File: src/hdl/ipv4_header_parse_check_macros.svh
// Assertion macros shared by the IPv4 header parser RTL.
`ifndef IPV4_HEADER_PARSE_CHECK_MACROS_SVH
`define IPV4_HEADER_PARSE_CHECK_MACROS_SVH

// Same-cycle implication, sampled on clk, off while rst_n is low.
`define IHP_ASSERT_IMP(lbl, ante, cons) \
  lbl: assert property (@(posedge clk) disable iff (!rst_n) (ante) |-> (cons)) \
    else $error("implication check failed");

// Next-cycle implication, sampled on clk, off while rst_n is low.
`define IHP_ASSERT_NEXT(lbl, ante, cons) \
  lbl: assert property (@(posedge clk) disable iff (!rst_n) (ante) |=> (cons)) \
    else $error("next-cycle check failed");

`endif

File: src/hdl/ihp_pkg.sv
// Types and constants for the IPv4 header parser.
`timescale 1ns / 1ps
package ihp_pkg;

  typedef enum logic [2:0] {
    ST_OK          = 3'd0,
    ST_BAD_VERSION = 3'd1,
    ST_SHORT_IHL   = 3'd2,
    ST_RSVD_FLAG   = 3'd3,
    ST_DF_AND_MF   = 3'd4,
    ST_TTL_ZERO    = 3'd5
  } ihp_status_t;

  localparam int unsigned HDR_BYTES   = 20;
  localparam int unsigned POS_W       = 5;
  localparam int unsigned OUT_DATA_W  = 160;
  localparam int unsigned OUT_USER_W  = 4;

  localparam logic [POS_W-1:0] POS_VER_IHL = 5'd0;
  localparam logic [POS_W-1:0] POS_FLAGS   = 5'd6;
  localparam logic [POS_W-1:0] POS_TTL     = 5'd8;
  localparam logic [POS_W-1:0] POS_TAIL    = 5'd12;
  localparam logic [POS_W-1:0] POS_LAST    = 5'(HDR_BYTES - 1);

  localparam logic [3:0]  IP_VERSION   = 4'd4;
  localparam logic [3:0]  IHL_MIN      = 4'd5;
  localparam logic [15:0] SUM_ALL_ONES = 16'hFFFF;

endpackage

File: src/hdl/ipv4_header_parse_check.sv
// IPv4 header parser with a check of the header checksum.
// One header byte is taken per transfer on the in_ channel (in_tuser marks byte 0 of
// a header), and the block accepts a byte in every cycle unless stalled as told below.
// Each byte goes from an input register through one short update of the byte index,
// the 16-bit ones'-complement sum (full end-around carry) and the field shift stores
// into the result register, so a result is loaded straight from the byte that causes
// it, and the sustained rate is one byte per cycle while no stall holds; a result
// waiting on out_tready stalls the input only when the next byte also produces a result.
// A bad version, IHL under 5, the reserved flag, DF with MF, or TTL zero ends the header
// at that byte with a fault status and all other fields zero; otherwise byte 19 gives
// every fixed field and the checksum flag. Option bytes and bytes outside a header
// are dropped, and a start flag inside a header abandons it without a result.
`timescale 1ns / 1ps
`include "ipv4_header_parse_check_macros.svh"
module ipv4_header_parse_check (
  input  logic                               clk,
  input  logic                               rst_n,
  input  logic                               in_tvalid,
  output logic                               in_tready,
  input  logic [7:0]                         in_tdata,   // [7:0] data_byte
  input  logic                               in_tuser,   // [0] first_byte
  output logic                               out_tvalid,
  input  logic                               out_tready,
  // [3:0] header_words, [11:4] service_byte, [27:12] total_length, [43:28] ident,
  // [58:44] flags_fragment, [66:59] hop_limit, [74:67] next_protocol,
  // [90:75] header_checksum, [122:91] source_address,
  // [154:123] destination_address, [159:155] zero
  output logic [ihp_pkg::OUT_DATA_W-1:0]     out_tdata,
  output logic [ihp_pkg::OUT_USER_W-1:0]     out_tuser   // [2:0] status, [3] checksum_ok
);
  import ihp_pkg::*;

  // input stage
  logic             stage_v_r;
  logic [7:0]       byte_r;
  logic             first_r;

  // parser state
  logic             active_r, active_nxt;
  logic [POS_W-1:0] pos_r, pos_nxt;
  logic [15:0]      sum_r, sum_nxt;
  logic [7:0]       pend_r, pend_nxt;
  logic [63:0]      field_r, field_nxt;
  logic [31:0]      tail_r, tail_nxt;
  logic [63:0]      addr_r, addr_nxt;

  // result register
  logic                  out_valid_r;
  logic [OUT_DATA_W-1:0] out_data_r, out_data_nxt;
  logic [OUT_USER_W-1:0] out_user_r, out_user_nxt;

  logic             act;
  logic [POS_W-1:0] pos;
  logic [15:0]      sum_cur;
  logic [7:0]       pend_cur;
  logic [63:0]      field_cur;
  logic [31:0]      tail_cur;
  logic [63:0]      addr_cur;
  logic [16:0]      sum_wide;
  logic [15:0]      sum_fold;
  logic             is_fault;
  logic             has_res;
  ihp_status_t      status;
  logic             out_free;
  logic             stage_go;

  always_comb begin
    // a start flag acts on cleared state
    act       = first_r | active_r;
    pos       = first_r ? '0 : pos_r;
    sum_cur   = first_r ? '0 : sum_r;
    pend_cur  = first_r ? '0 : pend_r;
    field_cur = first_r ? '0 : field_r;
    tail_cur  = first_r ? '0 : tail_r;
    addr_cur  = first_r ? '0 : addr_r;

    sum_wide = {1'b0, sum_cur} + {1'b0, pend_cur, byte_r};
    sum_fold = sum_wide[15:0] + {15'd0, sum_wide[16]};

    pend_nxt  = pos[0] ? pend_cur : byte_r;
    sum_nxt   = pos[0] ? sum_fold : sum_cur;
    field_nxt = field_cur;
    tail_nxt  = tail_cur;
    addr_nxt  = addr_cur;
    if (pos < POS_TTL) begin
      field_nxt = {field_cur[55:0], byte_r};
    end else if (pos < POS_TAIL) begin
      tail_nxt = {tail_cur[23:0], byte_r};
    end else begin
      addr_nxt = {addr_cur[55:0], byte_r};
    end

    status = ST_OK;
    if (pos == POS_VER_IHL) begin
      priority if (byte_r[7:4] != IP_VERSION) status = ST_BAD_VERSION;
      else if (byte_r[3:0] < IHL_MIN)          status = ST_SHORT_IHL;
      else                                     status = ST_OK;
    end else if (pos == POS_FLAGS) begin
      priority if (byte_r[7])                  status = ST_RSVD_FLAG;
      else if (byte_r[6] && byte_r[5])         status = ST_DF_AND_MF;
      else                                     status = ST_OK;
    end else if (pos == POS_TTL) begin
      if (byte_r == 8'd0) status = ST_TTL_ZERO;
    end
    is_fault = (status != ST_OK);
    has_res  = act && (is_fault || pos >= POS_LAST);

    out_free = !out_valid_r || out_tready;
    stage_go = stage_v_r && (!has_res || out_free);
    in_tready = !stage_v_r || stage_go;

    active_nxt = active_r;
    pos_nxt    = pos_r;
    if (act) begin
      active_nxt = !has_res;
      if (is_fault) begin
        pos_nxt = pos;
      end else if (has_res) begin
        pos_nxt = '0;
      end else begin
        pos_nxt = pos + 1'b1;
      end
    end

    out_data_nxt = '0;
    out_user_nxt = {1'b0, status};
    if (!is_fault) begin
      out_user_nxt[3] = (sum_fold == SUM_ALL_ONES);
      out_data_nxt = {5'd0, addr_nxt[31:0], addr_nxt[63:32], tail_cur[15:0],
                      tail_cur[23:16], tail_cur[31:24], field_cur[14:0],
                      field_cur[31:16], field_cur[47:32], field_cur[55:48],
                      field_cur[59:56]};
    end
  end

  always_ff @(posedge clk) begin
    if (!rst_n) begin
      stage_v_r   <= 1'b0;
      out_valid_r <= 1'b0;
      active_r    <= 1'b0;
      pos_r       <= '0;
    end else begin
      if (in_tready) stage_v_r <= in_tvalid;
      if (stage_go && has_res) begin
        out_valid_r <= 1'b1;
      end else if (out_tready) begin
        out_valid_r <= 1'b0;
      end
      if (stage_go) begin
        active_r <= active_nxt;
        pos_r    <= pos_nxt;
      end
    end
  end

  always_ff @(posedge clk) begin
    if (in_tready && in_tvalid) begin
      byte_r  <= in_tdata;
      first_r <= in_tuser;
    end
    if (stage_go && act) begin
      sum_r   <= sum_nxt;
      pend_r  <= pend_nxt;
      field_r <= field_nxt;
      tail_r  <= tail_nxt;
      addr_r  <= addr_nxt;
    end
    if (stage_go && has_res) begin
      out_data_r <= out_data_nxt;
      out_user_r <= out_user_nxt;
    end
  end

  assign out_tvalid = out_valid_r;
  assign out_tdata  = out_data_r;
  assign out_tuser  = out_user_r;

  `IHP_ASSERT_IMP(a_fault_clears_fields,
    out_valid_r && out_user_r[2:0] != ST_OK, out_data_r == '0 && !out_user_r[3])
  `IHP_ASSERT_IMP(a_pos_in_range, 1'b1, pos_r <= POS_LAST)
  `IHP_ASSERT_NEXT(a_result_loaded, stage_go && has_res, out_valid_r)
  `IHP_ASSERT_NEXT(a_held_stage, stage_v_r && !stage_go, stage_v_r && $stable(byte_r))

endmodule
File: config.mk
export PLATFORM = sky130hd
export DESIGN_NAME = ipv4_header_parse_check
export DESIGN_NICKNAME = d
export VERILOG_FILES = /design/src/hdl/ihp_pkg.sv /design/src/hdl/ipv4_header_parse_check.sv
export VERILOG_INCLUDE_DIRS = /design/src /design/src/hdl
export SDC_FILE = /design/constraint.sdc
export NUM_CORES = 1
export LEC_CHECK = 0
export ABC_AREA = 1
export BUFFER_PORTS_ARGS = -buffer_cell sky130_fd_sc_hd__buf_2
export CAP_MARGIN = 20
export CORE_MARGIN = 2
export CORE_UTILIZATION = 50
export CTS_BUF_LIST = sky130_fd_sc_hd__clkbuf_8
export DETAILED_ROUTE_END_ITERATION = 7
export PLACE_DENSITY = 0.75
export SYNTH_ARGS = -nofsm -noshare
export SYNTH_HDL_FRONTEND = slang
export SYNTH_SLANG_ARGS = --single-unit
File: constraint.sdc
create_clock -name clk -period 8.67 [get_ports clk]
set_input_delay 1.3005 -clock clk [delete_from_list [all_inputs] [get_ports clk]]
set_output_delay 1.3005 -clock clk [all_outputs]
set_load 0.05 [all_outputs]
; ---- Yosys cells after proc, flatten, opt, wreduce, memory -nomap -nowiden
; Index checks and enable logic that the tools add are counted.
[totals]
output_inout_bits = 166
input_bits = 13
word_cells = 70
regBits = 361
[op_classes]
reduce_logical = 18
order_cmp = 4
eq_ne = 4
n_bitwise = 1
mux = 25
add_sub_neg = 3
[ops]
columns = op, n
row1 = 64-bit 2-to-1 mux, 3
row2 = 60-bit 2-to-1 mux, 2
row3 = 32-bit 2-to-1 mux, 3
row4 = 16-bit 2-to-1 mux, 2
row5 = 3-bit 2-to-1 mux, 6
row6 = 16-bit by 16-bit adder with 17-bit output, 1
row7 = 16-bit by 1-bit adder with 16-bit output, 1
row8 = 16-bit == test (second input constant), 1
row9 = 8-bit 2-to-1 mux, 2
row10 = 5-bit 2-to-1 mux, 3
row11 = 5-bit by 4-bit less-than comparator with 1-bit output (second input constant), 2
row12 = 8-bit zero test, 1
row13 = 1-bit logical AND, 6
row14 = 5-bit by 1-bit adder with 5-bit output (second input constant), 1
row15 = 5-bit by 3-bit == test with 1-bit output (second input constant), 1
row16 = 5-bit by 4-bit == test with 1-bit output (second input constant), 1
row17 = 5-bit >= comparator (second input constant), 1
row18 = 5-bit zero test, 1
row19 = 1-bit logical OR, 4
row20 = 4-bit by 3-bit less-than comparator with 1-bit output (second input constant), 1
row21 = 2-bit 2-to-1 mux, 2
row22 = 4-bit by 3-bit != test with 1-bit output (second input constant), 1
row23 = 1-bit zero test, 3
row24 = 3-bit nonzero test, 1
row25 = 4 further kinds, 5

; ---- Logic depth before layout (Yosys ltp)
[logic_depth]
depth_word = 13
depth_mapped = 29
depth_no_buf = 26

; ---- Worst setup path after synthesis
; No wires, ideal clock.
[synth_timing]
path_type = register to register
from = register first_r
to = register out_data_r[0], in the netlist out_tdata[0] (enable)
path_slack_ps = 726
setup_ps = 512
required_time_ps = 8158
path_stages_with_launch = 17
t_arrival_ps = 7433
cell_sequence = edfxtp_1 -> buf_6 -> inv_6 -> nand2_1 -> clkbuf_1 -> clkinv_1 -> buf_1 -> ha_1 -> inv_1 -> nand3_1 -> o21bai_1 -> nand2_1 -> nand4_1 -> nand2_2 -> inv_2 -> nand2_1 -> inv_1
[synth_between]
elab_chain_cells = 12
[synth_lines]
columns = element, line_no
row1 = start: declaration, ipv4_header_parse_check.sv:36  ; logic first_r;
row2 = start signal: assignment, ipv4_header_parse_check.sv:159  ; first_r <= in_tuser;
row3 = 5-bit 2-to-1 mux, ipv4_header_parse_check.sv:70  ; pos = first_r ? '0 : pos_r;
row4 = 5-bit by 4-bit == test with 1-bit output, ipv4_header_parse_check.sv:102  ; end else if (pos == POS_TTL) begin
row5 = 3-bit 2-to-1 mux, ipv4_header_parse_check.sv:102
row6 = 3-bit 2-to-1 mux, ipv4_header_parse_check.sv:98  ; end else if (pos == POS_FLAGS) begin
row7 = 3-bit 2-to-1 mux, ipv4_header_parse_check.sv:94  ; if (pos == POS_VER_IHL) begin
row8 = 3-bit nonzero test, ipv4_header_parse_check.sv:105  ; is_fault = (status != ST_OK);
row9 = 1-bit logical OR, ipv4_header_parse_check.sv:106  ; has_res = act && (is_fault || pos >= POS_LAST);
row10 = 1-bit logical AND *, ipv4_header_parse_check.sv:106
row11 = 1-bit zero test, ipv4_header_parse_check.sv:109  ; stage_go = stage_v_r && (!has_res || out_free);
row12 = 1-bit logical OR, ipv4_header_parse_check.sv:109
row13 = 1-bit logical AND, ipv4_header_parse_check.sv:109
row14 = 1-bit logical AND *, ipv4_header_parse_check.sv:168  ; if (stage_go && has_res) begin
row15 = end signal: assignment, ipv4_header_parse_check.sv:169  ; out_data_r <= out_data_nxt;
row16 = end: declaration, ipv4_header_parse_check.sv:49  ; logic [OUT_DATA_W-1:0] out_data_r, out_data_nxt;
; Every way passes the cells marked *; elsewhere a longest branch is shown, timed or not.
; A chain may end at the register's enable or synchronous reset.

; ---- Worst setup path after layout
[layout_timing]
from = register first_r
to = register out_data_r[22], in the netlist out_tdata[22] (enable)
; The elaborated chain is that of the path after synthesis.

==> results.md <==
- Vias in the first global route: 11.15k
- Min Clock Period, post-route: 6.470 ns
- Buffers on Ports: 173
- Power Total: 3.685 mW
- Vias: 11.81k
- DR DRC count: 0
- Clock Path Buffers: 3
- FF-to-FF End: out_tdata[22]$_SDFFCE_PP0P_
- Hold Buf Count CTS: 0
- CTS sink count: 356
- H-tree depth: 2
- Final nets: 1873
- Count of cell types in the netlist: 36
- YS warnings: 0
- Site row count: 66
- Clock root buffer: clkbuf_8
- Routed length per placed instance: 15.58 µm
- Element type at the critical path end: register
- RSZ-0062 raised after global routing: no
- Drt first pass iters: 6
- Sequential-to-total area share from yosys stat: 0.6400
- Final setup fails: 0
- Number of setup buffers added after CTS: 0
- HPWL Detailed: 24510 µm
- Worst Skew: 0.02657 ns
- CTS tree: yes
- Lkg Pwr: 7.801 nW
- Crit-path max FO: 111
- Final period utilization: 0.7463
- Final hold vios: 0
- Reg2Reg Depth: 15
- DR vias/cell: 5.079
- Area Overhead vs Synth: 13.67%
- I/O pin total: 179
- Initial antenna violation count: 0
- Syn Area/Cell: 9.922 µm²
- Top cell type's share of synthesized area: 0.6303
- Fillcell total: 2794
- Crit path kind: register to register
- Data arrival, critical path: 6.68 ns
- Starting density of the core: 0.5083
- Critical Path RT: 8.88 ns
- Reg-to-Reg Start: first_r$_DFFE_PP_
- WHS: 0.4657 ns
- Hold Path Origin: active_r$_SDFFE_PN0P_
- Routed Antenna Nets: 0
- Width of the die: 186.1 µm
- Max-Cap Viols: 0
- Chip height: 186.1 µm
- Status: finished clean
- Worst hold endpoint: active_r$_SDFFE_PN0P_
- First-pass GRT wire length: 56860 µm
- Total global-route track usage: 0.2094
- Reg2reg setup slack: 2.20 ns
- Total grt overflow: 0
- Skew-Pair Late Insertion Delay: 0.60 ns
- Power Dens Cells: 195.5 nW/µm²
- Routability Congestion: 0.8939
- Post-synth top area cell: edfxtp_1
- Startpoint types: register
- Synthesized area: 16580 µm²
- Fin. max-slew vios: 0
- Leading cell type in the layout, fill and taps excluded: edfxtp_1
- Worst-Margin Slew: 1.030 ns
- Slew HR: 0.3135
- Total Neg Setup Slack: 0 ns
- FF+latch count, synth: 356
- Max VDD drop: 0.0001144 V
- CTS Buf Count: 56
- Largest net degree at the start of global routing: 130
- Die ar.: 34630 µm²
- DR iter-0 viols: 1159
- Most frequent cells in the layout: 348 x edfxtp_1, 293 x inv_1, 245 x nand2_1
- Layout cells sized above 1: 0.1672
- HP Class: register to register
- Highest clock rate: 154.6 MHz
- WHS Path Cells: 2
- CTS resizes: 0
- WL final: 36240 µm
- Clk pin slew, worst setup/hold paths: 0.06 ns
- Core Area: 32620 µm²
- Gate Count Post-Synth: 1671
- Antenna diode count: 0
- Top cells by area, synth: edfxtp_1 63%, inv_1 6.2%, nand3_1 5.6%, nand2_1 5.6%, nor2_1 5.1%
-- flip-flops by register name, indices dropped and copies added, names as in the netlist, 4 cells and up --
register / count
field_r: 60
addr_r: 64
pend_r: 8
out_tdata: 155
pos_r: 5
out_tuser: 4
byte_r: 8
sum_r: 16
tail_r: 32
-- cell type report --
cell class	count	area, µm²	share of cell area
sequential	356	10610	0.5630
multi-input combinational	951	4536	0.2407
inverter	289	1102	0.05849
timing repair buffer	183	973.4	0.05165
clock buffer	60	825.8	0.04382
tap	442	553.0	0.02935
clock inverter	45	245.2	0.01301
-- report_power, final --
group / leakage [nW] / switching [mW] / total [mW] / internal (mW)
sequential: 3.20 / 0.0280 / 1.98 / 1.95
clock: 0.616 / 0.644 / 1.34 / 0.701
combinational: 3.99 / 0.280 / 0.359 / 0.0786
total: 7.80 / 0.952 / 3.68 / 2.73
-- critical path: stages (launching register included) --
cell and delay, ns:
edfxtp_1 0.77, inv_6 0.72, nand2_1 0.48, ha_1 0.40, nand2_1 0.10, nor2_1 0.05, nand3_1 0.12, nand2_1 0.08
nor2_1 0.57, nand2_1 0.18, nand4_1 0.16, nand2_2 0.15, inv_6 0.69, nand2_1 0.29, inv_6 0.46, buf_4 0.65
-- synth_stat cells --
cell type / n
nor2_4: 2
buf_4: 8
buf_6: 1
inv_6: 1
o21bai_1: 2
inv_2: 11
and2_1: 1
nand2_4: 9
nor4_1: 1
nor2_2: 3
or2_1: 1
fa_1: 1
nand2_2: 20
nand4_1: 15
buf_2: 22
xnor2_1: 1
nand3_2: 9
o21ai_1: 2
ha_1: 22
conb_1: 1
a21oi_2: 1
nand3_1: 185
o21ai_0: 163
clkinv_1: 1
dfxtp_1: 8
nand2_1: 246
buf_1: 6
a21o_1: 1
nor3_1: 5
clkbuf_1: 42
nor2_1: 225
a21oi_1: 28
xor2_1: 1
o31ai_1: 2
inv_1: 276
edfxtp_1: 348
-- metrics by stage --
| step | instances | area (µm²) | setup WS, ns | utilization |
|---|---|---|---|---|
| final | 2326 | 18850 | 2.200 | 0.5778 |
| after floorplan | 1675 | 16590 | 0.7258 | - |
| after CTS | 2325 | 18820 | 2.190 | 0.5769 |
| after global routing | 2326 | 18850 | 1.752 | 0.5778 |
| after global placement | 2219 | 17730 | 2.428 | 0.5435 |
| after detailed placement | 2220 | 17750 | 2.227 | 0.5441 |
-- per-layer routing --
metal  global-route usage  wire length (µm)  up-vias
met2               0.3408             17340      424
met5                    0                 0        -
met4              0.07213               886        0
met1               0.2862             15600     5466
met3              0.03483              2410       63
li1                     -                 -     5861
-- how the worst max path moves through the flow --
stage	from	endpoint	cells after the start
6_report	first_r$_DFFE_PP_	out_tdata[22]$_SDFFCE_PP0P_	15
5_1_grt	first_r$_DFFE_PP_	out_tdata[22]$_SDFFCE_PP0P_	15
4_1_cts	first_r$_DFFE_PP_	out_tdata[14]$_SDFFCE_PP0P_	15
3_5_place_dp	first_r$_DFFE_PP_	out_tdata[102]$_SDFFCE_PP0P_	15
3_3_place_gp	first_r$_DFFE_PP_	out_tdata[24]$_SDFFCE_PP0P_	15
2_1_floorplan	first_r$_DFFE_PP_	out_tdata[0]$_SDFFCE_PP0P_	16
-- kinds of logic (layout without fill, tap and decap cells) --
| group | count (synthesis) | in the layout | synth area share |
|---|---|---|---|
| adder cells (fa/ha/maj) | 23 | 23 | 0.01781 |
| flip-flops | 356 | 356 | 0.6400 |
| buffers and inverters | 368 | 577 | 0.08754 |
| AO/OA/AOI/OAI | 199 | 199 | 0.06105 |
| AND/OR/NAND/NOR | 722 | 722 | 0.1924 |
| other | 1 | 5 | 0.0002262 |
| XOR/XNOR | 2 | 2 | 0.001057 |
Note: power is estimated with default switching activity, not from simulation.
